===== config.mk =====
export PLATFORM = sky130hd
export DESIGN_NAME = capture_timestamp_extender
export DESIGN_NICKNAME = d
export VERILOG_FILES = /design/src/cte_pkg.sv /design/src/cte_event_logic.sv /design/src/capture_timestamp_extender.sv
export SDC_FILE = /design/constraint.sdc
export NUM_CORES = 2
export LEC_CHECK = 0
export BUFFER_PORTS_ARGS = -buffer_cell sky130_fd_sc_hd__clkbuf_2
export CORE_UTILIZATION = 50
export CTS_CLUSTER_SIZE = 30
export DETAILED_ROUTE_END_ITERATION = 10
export PLACE_DENSITY_LB_ADDON = 0.2
export SLEW_MARGIN = 40
export SYNTH_ARGS = -nofsm -noshare
export SYNTH_HDL_FRONTEND = slang
export SYNTH_SLANG_ARGS = --single-unit

===== constraint.sdc =====
create_clock -name clock -period 106.6 [get_ports clock]
set_input_delay 21.32 -clock clock [delete_from_list [all_inputs] [get_ports clock]]
set_output_delay 21.32 -clock clock [all_outputs]
set_load 0.01 [all_outputs]

===== src/cte_pkg.sv =====
// Shared types and register codes for the capture timestamp extender.
package cte_pkg;

   // Configuration register indexes (byte address = 4 * index)
   localparam logic [1:0] REG_INTERVAL_STEP       = 2'd0;
   localparam logic [1:0] REG_POLL_STEP           = 2'd1;
   localparam logic [1:0] REG_INTERVALS_PER_FRAME = 2'd2;

   localparam logic [15:0] INTERVAL_STEP_RESET       = 16'd43750;
   localparam logic [15:0] POLL_STEP_RESET           = 16'd42000;
   localparam logic [7:0]  INTERVALS_PER_FRAME_RESET = 8'd30;

   typedef struct packed {
      logic        overflow_flag;
      logic        capture_a_flag;
      logic        capture_b_flag;
      logic        interval_flag;
      logic        poll_flag;
      logic [15:0] capture_a_value;
      logic [15:0] capture_b_value;
      logic [31:0] encoder_count_a;
      logic [31:0] encoder_count_b;
   } req_type;

   typedef struct packed {
      logic [63:0] time_a;
      logic [31:0] position_a;
      logic [31:0] captures_a;
      logic [63:0] time_b;
      logic [31:0] position_b;
      logic [31:0] captures_b;
      logic [31:0] frame_count;
      logic [31:0] poll_count;
      logic        frame_end;
      logic [15:0] next_interval_compare;
      logic [15:0] next_poll_compare;
   } rsp_type;

   typedef struct packed {
      logic [63:0] time_a;
      logic [31:0] position_a;
      logic [31:0] captures_a;
      logic [63:0] time_b;
      logic [31:0] position_b;
      logic [31:0] captures_b;
      logic [31:0] frame_ticks;
      logic [31:0] poll_ticks;
      logic [7:0]  interval_count;
      logic [15:0] interval_compare;
      logic [15:0] poll_compare;
   } state_type;

   typedef struct packed {
      logic [15:0] interval_step;
      logic [15:0] poll_step;
      logic [7:0]  intervals_per_frame;
   } cfg_type;

endpackage


===== src/cte_event_logic.sv =====
// Next-state and result logic for one timer event snapshot.
module cte_event_logic #(
   parameter int COUNTER_WIDTH = 16
) (
   input  cte_pkg::req_type             req,
   input  cte_pkg::state_type           state,
   input  logic [63-COUNTER_WIDTH:0]    ext,
   input  cte_pkg::cfg_type             cfg,
   output cte_pkg::state_type           state_next,
   output logic [63-COUNTER_WIDTH:0]    ext_next,
   output cte_pkg::rsp_type             rsp
);

   localparam int EXT_W = 64 - COUNTER_WIDTH;

   logic [COUNTER_WIDTH-1:0] low_a;
   logic [COUNTER_WIDTH-1:0] low_b;
   logic [EXT_W-1:0]         ext_a;
   logic [EXT_W-1:0]         ext_b;
   logic [7:0]               ivl_count_inc;
   logic                     frame_done;

   always_comb begin
      ext_next = req.overflow_flag ? ext + EXT_W'(1) : ext;

      low_a = COUNTER_WIDTH'(req.capture_a_value);
      low_b = COUNTER_WIDTH'(req.capture_b_value);

      // upper-half value with a wrap in the same event was captured before the wrap
      ext_a = (req.overflow_flag && low_a[COUNTER_WIDTH-1]) ? ext : ext_next;
      ext_b = (req.overflow_flag && low_b[COUNTER_WIDTH-1]) ? ext : ext_next;

      ivl_count_inc = state.interval_count + 8'd1;
      frame_done    = req.interval_flag && (ivl_count_inc >= cfg.intervals_per_frame);

      state_next = state;

      if (req.poll_flag) begin
         state_next.poll_compare = state.poll_compare + cfg.poll_step;
         state_next.poll_ticks   = state.poll_ticks + 32'd1;
      end

      if (req.capture_a_flag) begin
         state_next.time_a     = {ext_a, low_a};
         state_next.position_a = req.encoder_count_a;
         state_next.captures_a = state.captures_a + 32'd1;
      end

      if (req.capture_b_flag) begin
         state_next.time_b     = {ext_b, low_b};
         state_next.position_b = req.encoder_count_b;
         state_next.captures_b = state.captures_b + 32'd1;
      end

      if (req.interval_flag) begin
         state_next.interval_compare = state.interval_compare + cfg.interval_step;
         state_next.interval_count   = frame_done ? 8'd0 : ivl_count_inc;
         if (frame_done) begin
            state_next.frame_ticks = state.frame_ticks + 32'd1;
         end
      end

      rsp.time_a                = state_next.time_a;
      rsp.position_a            = state_next.position_a;
      rsp.captures_a            = state_next.captures_a;
      rsp.time_b                = state_next.time_b;
      rsp.position_b            = state_next.position_b;
      rsp.captures_b            = state_next.captures_b;
      rsp.frame_count           = state_next.frame_ticks;
      rsp.poll_count            = state_next.poll_ticks;
      rsp.frame_end             = frame_done;
      rsp.next_interval_compare = state_next.interval_compare;
      rsp.next_poll_compare     = state_next.poll_compare;
   end

endmodule


===== src/capture_timestamp_extender.sv =====
// Top level: timer capture timestamp extender with request register and skid result buffer.
// An accepted request is registered; its result goes to the result register or the skid stage.
// Throughput: one request per cycle while req_stall is low; the event logic between the request
// register and the result register is a single pass, and a one-entry skid stage absorbs rsp_stall.
// Reset: synchronous, active high; clears all state to zero, registers to their defaults.
// req_stall comes from registers only; it rises while the request register and both slots are full.
module capture_timestamp_extender #(
   parameter int COUNTER_WIDTH = 16
) (
   input  logic        clock,
   input  logic        reset,

   input  logic        req_valid,
   output logic        req_stall,
   input  logic        req_overflow_flag,
   input  logic        req_capture_a_flag,
   input  logic        req_capture_b_flag,
   input  logic        req_interval_flag,
   input  logic        req_poll_flag,
   input  logic [15:0] req_capture_a_value,
   input  logic [15:0] req_capture_b_value,
   input  logic [31:0] req_encoder_count_a,
   input  logic [31:0] req_encoder_count_b,

   output logic        rsp_valid,
   input  logic        rsp_stall,
   output logic [63:0] rsp_time_a,
   output logic [31:0] rsp_position_a,
   output logic [31:0] rsp_captures_a,
   output logic [63:0] rsp_time_b,
   output logic [31:0] rsp_position_b,
   output logic [31:0] rsp_captures_b,
   output logic [31:0] rsp_frame_count,
   output logic [31:0] rsp_poll_count,
   output logic        rsp_frame_end,
   output logic [15:0] rsp_next_interval_compare,
   output logic [15:0] rsp_next_poll_compare,

   input  logic        csr_psel,
   input  logic        csr_penable,
   input  logic        csr_pwrite,
   input  logic [3:0]  csr_paddr,
   input  logic [31:0] csr_pwdata,
   output logic [31:0] csr_prdata,
   output logic        csr_pready
);

   localparam int EXT_W = 64 - COUNTER_WIDTH;

   cte_pkg::cfg_type   cfg_ff, cfg_in;
   cte_pkg::state_type state_ff, state_in;
   logic [EXT_W-1:0]   ext_ff, ext_in;

   cte_pkg::req_type   req_ff, req_in;
   logic               req_valid_ff, req_valid_in;

   cte_pkg::rsp_type   out_ff, out_in;
   logic               out_valid_ff, out_valid_in;
   cte_pkg::rsp_type   skid_ff, skid_in;
   logic               skid_valid_ff, skid_valid_in;

   cte_pkg::rsp_type   rsp_calc;
   logic               req_take;
   logic               fire;
   logic               out_take;
   logic               cfg_write;
   logic [1:0]         cfg_index;

   // ------------------------------------------------------------------
   // Configuration port
   // ------------------------------------------------------------------
   assign csr_pready = 1'b1;
   assign cfg_write  = csr_psel && csr_penable && csr_pwrite && csr_pready;
   assign cfg_index  = csr_paddr[3:2];

   always_comb begin
      cfg_in = cfg_ff;
      if (cfg_write) begin
         unique case (cfg_index)
            cte_pkg::REG_INTERVAL_STEP:       cfg_in.interval_step = csr_pwdata[15:0];
            cte_pkg::REG_POLL_STEP:           cfg_in.poll_step = csr_pwdata[15:0];
            cte_pkg::REG_INTERVALS_PER_FRAME: cfg_in.intervals_per_frame = csr_pwdata[7:0];
            default:                          cfg_in = cfg_ff;
         endcase
      end
   end

   always_comb begin
      unique case (cfg_index)
         cte_pkg::REG_INTERVAL_STEP:       csr_prdata = {16'd0, cfg_ff.interval_step};
         cte_pkg::REG_POLL_STEP:           csr_prdata = {16'd0, cfg_ff.poll_step};
         cte_pkg::REG_INTERVALS_PER_FRAME: csr_prdata = {24'd0, cfg_ff.intervals_per_frame};
         default:                          csr_prdata = 32'd0;
      endcase
   end

   // ------------------------------------------------------------------
   // Request register and handshake
   // ------------------------------------------------------------------
   assign req_stall = req_valid_ff && skid_valid_ff;
   assign req_take  = req_valid && !req_stall;
   assign fire      = req_valid_ff && !skid_valid_ff;
   assign out_take  = out_valid_ff && !rsp_stall;

   always_comb begin
      req_in.overflow_flag   = req_overflow_flag;
      req_in.capture_a_flag  = req_capture_a_flag;
      req_in.capture_b_flag  = req_capture_b_flag;
      req_in.interval_flag   = req_interval_flag;
      req_in.poll_flag       = req_poll_flag;
      req_in.capture_a_value = req_capture_a_value;
      req_in.capture_b_value = req_capture_b_value;
      req_in.encoder_count_a = req_encoder_count_a;
      req_in.encoder_count_b = req_encoder_count_b;
      if (!req_take) begin
         req_in = req_ff;
      end
      req_valid_in = req_take || (req_valid_ff && !fire);
   end

   cte_event_logic #(
      .COUNTER_WIDTH(COUNTER_WIDTH)
   ) u_event_logic (
      .req        (req_ff),
      .state      (state_ff),
      .ext        (ext_ff),
      .cfg        (cfg_ff),
      .state_next (state_in),
      .ext_next   (ext_in),
      .rsp        (rsp_calc)
   );

   // ------------------------------------------------------------------
   // Result register with skid stage
   // ------------------------------------------------------------------
   always_comb begin
      out_in        = out_ff;
      out_valid_in  = out_valid_ff;
      skid_in       = skid_ff;
      skid_valid_in = skid_valid_ff;
      if (!out_valid_ff || out_take) begin
         if (skid_valid_ff) begin
            out_in        = skid_ff;
            out_valid_in  = 1'b1;
            skid_valid_in = 1'b0;
         end else begin
            out_in       = rsp_calc;
            out_valid_in = fire;
         end
      end else if (fire) begin
         // result slot still waiting: park the new result
         skid_in       = rsp_calc;
         skid_valid_in = 1'b1;
      end
   end

   always_ff @(posedge clock) begin
      if (reset) begin
         cfg_ff.interval_step       <= cte_pkg::INTERVAL_STEP_RESET;
         cfg_ff.poll_step           <= cte_pkg::POLL_STEP_RESET;
         cfg_ff.intervals_per_frame <= cte_pkg::INTERVALS_PER_FRAME_RESET;
         state_ff                   <= '0;
         ext_ff                     <= '0;
         req_valid_ff               <= 1'b0;
         out_valid_ff               <= 1'b0;
         skid_valid_ff              <= 1'b0;
      end else begin
         cfg_ff        <= cfg_in;
         req_valid_ff  <= req_valid_in;
         out_valid_ff  <= out_valid_in;
         skid_valid_ff <= skid_valid_in;
         if (fire) begin
            state_ff <= state_in;
            ext_ff   <= ext_in;
         end
      end
   end

   always_ff @(posedge clock) begin
      req_ff  <= req_in;
      out_ff  <= out_in;
      skid_ff <= skid_in;
   end

   assign rsp_valid                 = out_valid_ff;
   assign rsp_time_a                = out_ff.time_a;
   assign rsp_position_a            = out_ff.position_a;
   assign rsp_captures_a            = out_ff.captures_a;
   assign rsp_time_b                = out_ff.time_b;
   assign rsp_position_b            = out_ff.position_b;
   assign rsp_captures_b            = out_ff.captures_b;
   assign rsp_frame_count           = out_ff.frame_count;
   assign rsp_poll_count            = out_ff.poll_count;
   assign rsp_frame_end             = out_ff.frame_end;
   assign rsp_next_interval_compare = out_ff.next_interval_compare;
   assign rsp_next_poll_compare     = out_ff.next_poll_compare;

`ifndef SYNTHESIS
   a_skid_behind_out: assert property (@(posedge clock) disable iff (reset)
      skid_valid_ff |-> out_valid_ff)
      else $error("skid holds a result while the result slot is empty");

   a_stall_needs_request: assert property (@(posedge clock) disable iff (reset)
      req_stall |-> req_valid_ff)
      else $error("request stalled with no request in flight");

   a_frame_clears_count: assert property (@(posedge clock) disable iff (reset)
      (fire && rsp_calc.frame_end) |=> (state_ff.interval_count == 8'd0))
      else $error("interval count not cleared at frame end");

   a_overflow_advances: assert property (@(posedge clock) disable iff (reset)
      (fire && req_ff.overflow_flag) |=> (ext_ff == $past(ext_ff) + EXT_W'(1)))
      else $error("extension did not advance on overflow");
`endif

endmodule


# Word level (Yosys, flattened, before mapping)
# Index checks and enable logic that the tools add are counted.
# op_classes
n_addsub	8
mul	0
div_mod_pow	0
n_lt_le_gt_ge	1
eq_ne	2
shifts	0
n_mux	14
n_bitwise	1
reduce_logical	24
# op_table
op	count
353-bit two-way mux	1
128-bit two-way mux	2
48-bit two-way mux	3
32-bit by 1-bit adder with 32-bit output, second input constant	4
32-bit two-way mux	3
48-bit by 1-bit adder with 48-bit output, second input constant	1
16-bit case mux with 3 select lines	1
16-bit adder	2
16-bit two-way mux	2
1-bit logical AND	10
2-bit AND reduction	5
8-bit by 1-bit adder with 8-bit output, second input constant	1
8-bit greater-or-equal comparator	1
8-bit two-way mux	1
1-bit logical NOT	5
2-bit by 1-bit == test with 1-bit output, second input constant	1
2-bit == test, second input constant	1
2-bit logical NOT	1
1-bit logical OR	2
2-bit OR reduction	1
1-bit two-way mux	1
1-bit NOT	1
# word_totals
register_bits	1258
latch_bits	0
ram_bits	0
mem_bits_ro	0
inputBits	144
output_inout_bits	388
wordCells	99
n_memories	0

# Depth between registers and ports, before layout
# depth
depth_word	6
mapped_depth	12
ltp_nobuf	10

# Modules after synthesis
# From an unflattened synthesis, not the netlist that was laid out.
# hier_totals
hier_cells	4947
area_unflattened_um2	56279.0
# by_module_without_submodules
mod	instances	cells_per_inst	area_each_um2	seq_area_each_um2
capture_timestamp_extender	1	3212	44511.4	33261.9
cte_event_logic	1	1735	11767.5	0.0

# Worst setup path after synthesis
# Ideal clock, no wire load.
# synth_timing
path_type	input-to-reg
start	input port rsp_stall
end	register skid_ff[0] (netlist bit), enable pin
setup_ns	4.868
t_arrival_ns	61.905
required_ns	101.732
slack_ns	39.826
stages	2
n_path_buf	0
cell_sequence	nand2_1 -> nor2_1
# synth_via
elab_chain_len	5
# synth_rtl
item	line	text
from (decl)	capture_timestamp_extender.sv:26	input logic rsp_stall,
1-bit logical NOT	capture_timestamp_extender.sv:103	assign out_take = out_valid_ff && !rsp_stall;
1-bit logical AND	capture_timestamp_extender.sv:103	
1-bit logical OR	capture_timestamp_extender.sv:141	if (!out_valid_ff || out_take) begin
1-bit NOT (no line)	n/a	
2-bit AND reduction (no line)	n/a	
to (signal assigned)	capture_timestamp_extender.sv:182	skid_ff <= skid_in;
to (decl)	capture_timestamp_extender.sv:59	cte_pkg::rsp_type skid_ff, skid_in;
# No other way between the ends.
# A chain may end at the register's enable or synchronous reset.

# Final worst setup path
# layout_timing
start	input port csr_paddr[2]
end	output port csr_prdata[2]
# layout_via
elab_chain_len	2
word_cells_on_any_way	4
classes_between	2 x eq/ne; 1 x mux; 1 x reduce/logical
# layout_rtl
item	line	text
from (decl)	capture_timestamp_extender.sv:42	input logic [3:0] csr_paddr,
2-bit == test (tied with other cells)	capture_timestamp_extender.sv:89	unique case (cfg_index)
16-bit case mux with 3 select lines *	capture_timestamp_extender.sv:89	
to (decl)	capture_timestamp_extender.sv:44	output logic [31:0] csr_prdata,
# Mark *: on every way between the ends. The rest lies on a longest branch, timed or not.

==> reports/metrics.yaml <==
clock_tree:
  root_buffer: "clkbuf_16"
  postCtsHoldBufs: 0
  cts-htree-levels: 4
  clk_pin_slew_ns: 0.06
  cts_setup_buffers: 0
  clock_latency_ns: 0.74
  cts.path.max_buffers: 3
  numCtsBuffers: 134
  clock_sinks: 1258
  cts_resized: 0
  tritoncts: "built"
power:
  p_leak_uw: 0.0238
  finalPower_uw: 1070
  peakVddDrop_mv: 0.0117
  seq_power_share_pct: 51.2
  combPwrFrac_pct: 6.5
  pwr-share-clk_pct: 42.3
  power.internal_uw: 826
  power.density_nw_per_um2: 17.2
  switching_power_uw: 242
  p_sw_share_pct: 22.7
timing:
  slew-limit-headroom_pct: 42.7
  report.final.setup_viol: 0
  tns_ns: 0
  fin_skew_ns: 0.0318
  fin_crit_sh_pct: 41.3
  worst_pin_slew_ns: 0.856
  max_freq_mhz: 22.7
  grt_setup_unrepaired: "false"
  finalHoldViolCount: 0
  drv_slew: 0
  fin_crit_ns: 44.04
floorplan:
  core_area_um2: 107000
  num_rows: 120
  die_h_um: 331
  die_w_um: 331
  start_util_pct: 50.5
  dieArea_um2: 110000
  ios: 532
global_routing:
  grt_max_degree: 132
  grt_usage_pct: 22.4
  grtUsageMet3_pct: 4.83
  met1_usage_pct: 30.4
  met2_usage_pct: 35.5
  grt_pass1_wl_um: 196000
  antenna_found_initial: 1
  grt_pass1_vias: 34394
  grt_remaining_overflow: 0
  busiest_layer: "met2"
cells_and_area:
  finish.utilization_pct: 57.8
  drive_above_1_share_pct: 23.1
  fin_cells: 6561
  area_growth_pct: 14.4
  antenna_cells: 0
  fin_nets: 5237
  final_area_um2: 62000
drt:
  first_pass_iters: 7
  ant_nets: 0
  routedWlPerCell_um: 19.2
  vias: 36091
  post-route-drc-count: 0
  via_per_inst: 5.50
  drt-initial-drc-count: 2356
  routed_wl_um: 126000
place:
  placed_cells: 6312
  gp_congestion: 0.845
  hpwl_um: 78300
  postPlaceCellArea_um2: 57700
  port_buffers: 496
synthesis:
  synth-edff-count: 807
  ys_types: 73
  syn-cell-area_um2: 54200
  avgSynthCellArea_um2: 11.6
  async_reset_ff_share_pct: 0
  synth_warnings: 0
  synth_ff_type: "edfxtp_1"
  postSynthCellCount: 4679
  ys_ff_latch: 1258
  synth.yosys.seq_area_share_pct: 61.3
flow_run:
  drv_cap: 0
setup_path:
  rr_worst_depth: 8
  path_class: "input port to output port"
  crit_arrival_ns: 22.72
  r2r-start: "skid_valid_ff"
  cp.required_ns: 85.28
  cp-start-kind: "input port"
  worstSetupEndpointType: "output port"
  path_max_fanout: 22
  reg2reg_to: "state_ff[29]"
  r2r_slack_ns: 102.72
  startpoint: "csr_paddr[2]"
  endpoint: "csr_prdata[2]"
hold_path:
  min_path_type: "flip-flop to flip-flop"
status:
  outcome: "finished clean"
## metrics by stage
stage          setup slack [ns]  hold slack, ns
2_1_floorplan             39.83           0.437
3_3_place_gp              62.55           0.442
3_5_place_dp              62.57           0.447
4_1_cts                   62.57           0.455
5_1_grt                   62.48           0.471
6_report                  62.56           0.453
## worst min-delay path by stage
stage | from | to | slack (ns) | cells after the start
after CTS | state_ff[325] | state_ff[325] | 0.46 | 2
after global routing | state_ff[185] | state_ff[185] | 0.47 | 2
final | state_ff[190] | state_ff[190] | 0.45 | 2
after detailed placement | state_ff[325] | state_ff[325] | 0.45 | 2
after floorplan | state_ff[184] | state_ff[184] | 0.44 | 2
after global placement | state_ff[322] | state_ff[322] | 0.44 | 2
## cell usage after synthesis (all sizes together), types with 6 or more instances
| master | number | area share [%] |
|---|---|---|
| a21oi | 292 | 2.7 |
| a31oi | 22 | 0.25 |
| xor2 | 136 | 2.2 |
| a21o | 13 | 0.18 |
| nor3 | 160 | 1.5 |
| dfxtp | 451 | 17 |
| clkbuf | 260 | 1.8 |
| or3 | 65 | 0.75 |
| and4 | 14 | 0.23 |
| o31ai | 28 | 0.39 |
| nand2b | 7 | 0.081 |
| nor2 | 654 | 4.5 |
| o211ai | 16 | 0.23 |
| and2 | 20 | 0.23 |
| o21a | 11 | 0.15 |
| mux2i | 27 | 0.50 |
| nor4 | 34 | 0.46 |
| nand4 | 52 | 0.62 |
| inv | 42 | 0.29 |
| edfxtp | 807 | 45 |
| nand2 | 360 | 2.5 |
| buf | 70 | 0.65 |
| or2 | 22 | 0.25 |
| nor3b | 34 | 0.47 |
| xnor2 | 191 | 3.1 |
| o21ai | 120 | 1.1 |
| mux2 | 411 | 8.5 |
| a211oi | 58 | 0.80 |
| and3 | 43 | 0.50 |
| nor2b | 24 | 0.28 |
| ha | 44 | 1.0 |
| nand3 | 97 | 0.90 |
| a22oi | 7 | 0.097 |
| or4 | 26 | 0.36 |
| a211o | 6 | 0.097 |
## metal layers
metal  wire length, um  vias to the layer above
li1                  -                    17479
met1             56700                    17528
met2             58200                      891
met3              7280                      191
met4              3640                        2
met5                12                        -
## registers in the layout, indices dropped and copies added, names as in the netlist, 16 cells and up
register                   count
rsp_next_poll_compare         16
rsp_position_a                32
skid_ff                      353
rsp_next_interval_compare     16
cfg_ff                        40
rsp_captures_a                32
state_ff                     360
rsp_poll_count                32
rsp_time_b                    64
rsp_time_a                    64
rsp_position_b                32
ext_ff                        48
rsp_captures_b                32
req_ff                       101
rsp_frame_count               32
## cells by family (layout without fill, tap and decap cells)
logic type	Yosys count	in the layout	share of synthesized area, %
compound gates	621	621	6.82
xor+xnor	327	327	5.28
fa+ha+maj	46	46	1.09
buf+inv	373	837	2.75
flops	1258	1258	61.3
mux	438	438	9.03
other cells	2	17	0.0138
simple gates	1614	1614	13.7
## area by class of cell
type	instances	area (um^2)
Multi-Input combinational cell	3063	19600
Inverter	43	169
Sequential cell	1258	33300
Clock buffer	204	3860
Clock inverter	43	405
Timing Repair Buffer	547	2980
Tap cell	1403	1760
Fill cell	8792	45300
## power groups by stage
| stage | Clock (uW) | Combinational, uW | Sequential (uW) |
|---|---|---|---|
| 4_1_cts | 464 | 69.8 | 548 |
| 3_3_place_gp | 0 | 68.0 | 557 |
| 6_report | 452 | 69.0 | 548 |
| 3_5_place_dp | 0 | 69.4 | 558 |
| 2_1_floorplan | 0 | 37.0 | 564 |
| 5_1_grt | 481 | 75.4 | 549 |
## worst max-delay path: stages
cell,delay [ns]
clkbuf_2,0.39
nor2b_1,0.58
nand2_1,0.09
o21ai_0,0.13
clkbuf_2,0.19
## layout by cell type (no fill, tap or decap), drive strengths merged, types with 30 or more instances in the layout
cell	Yosys	layout
edfxtp	807	807
clkbuf	260	699
nor2	654	654
dfxtp	451	451
mux2	411	411
nand2	360	360
a21oi	292	292
xnor2	191	191
nor3	160	160
xor2	136	136
o21ai	120	120
nand3	97	97
or3	65	65
a211oi	58	58
nand4	52	52
buf	70	52
inv	42	45
ha	44	44
and3	43	43
nor3b	34	34
nor4	34	34
clkinv	1	30
Power figures use the tool's default switching activity.
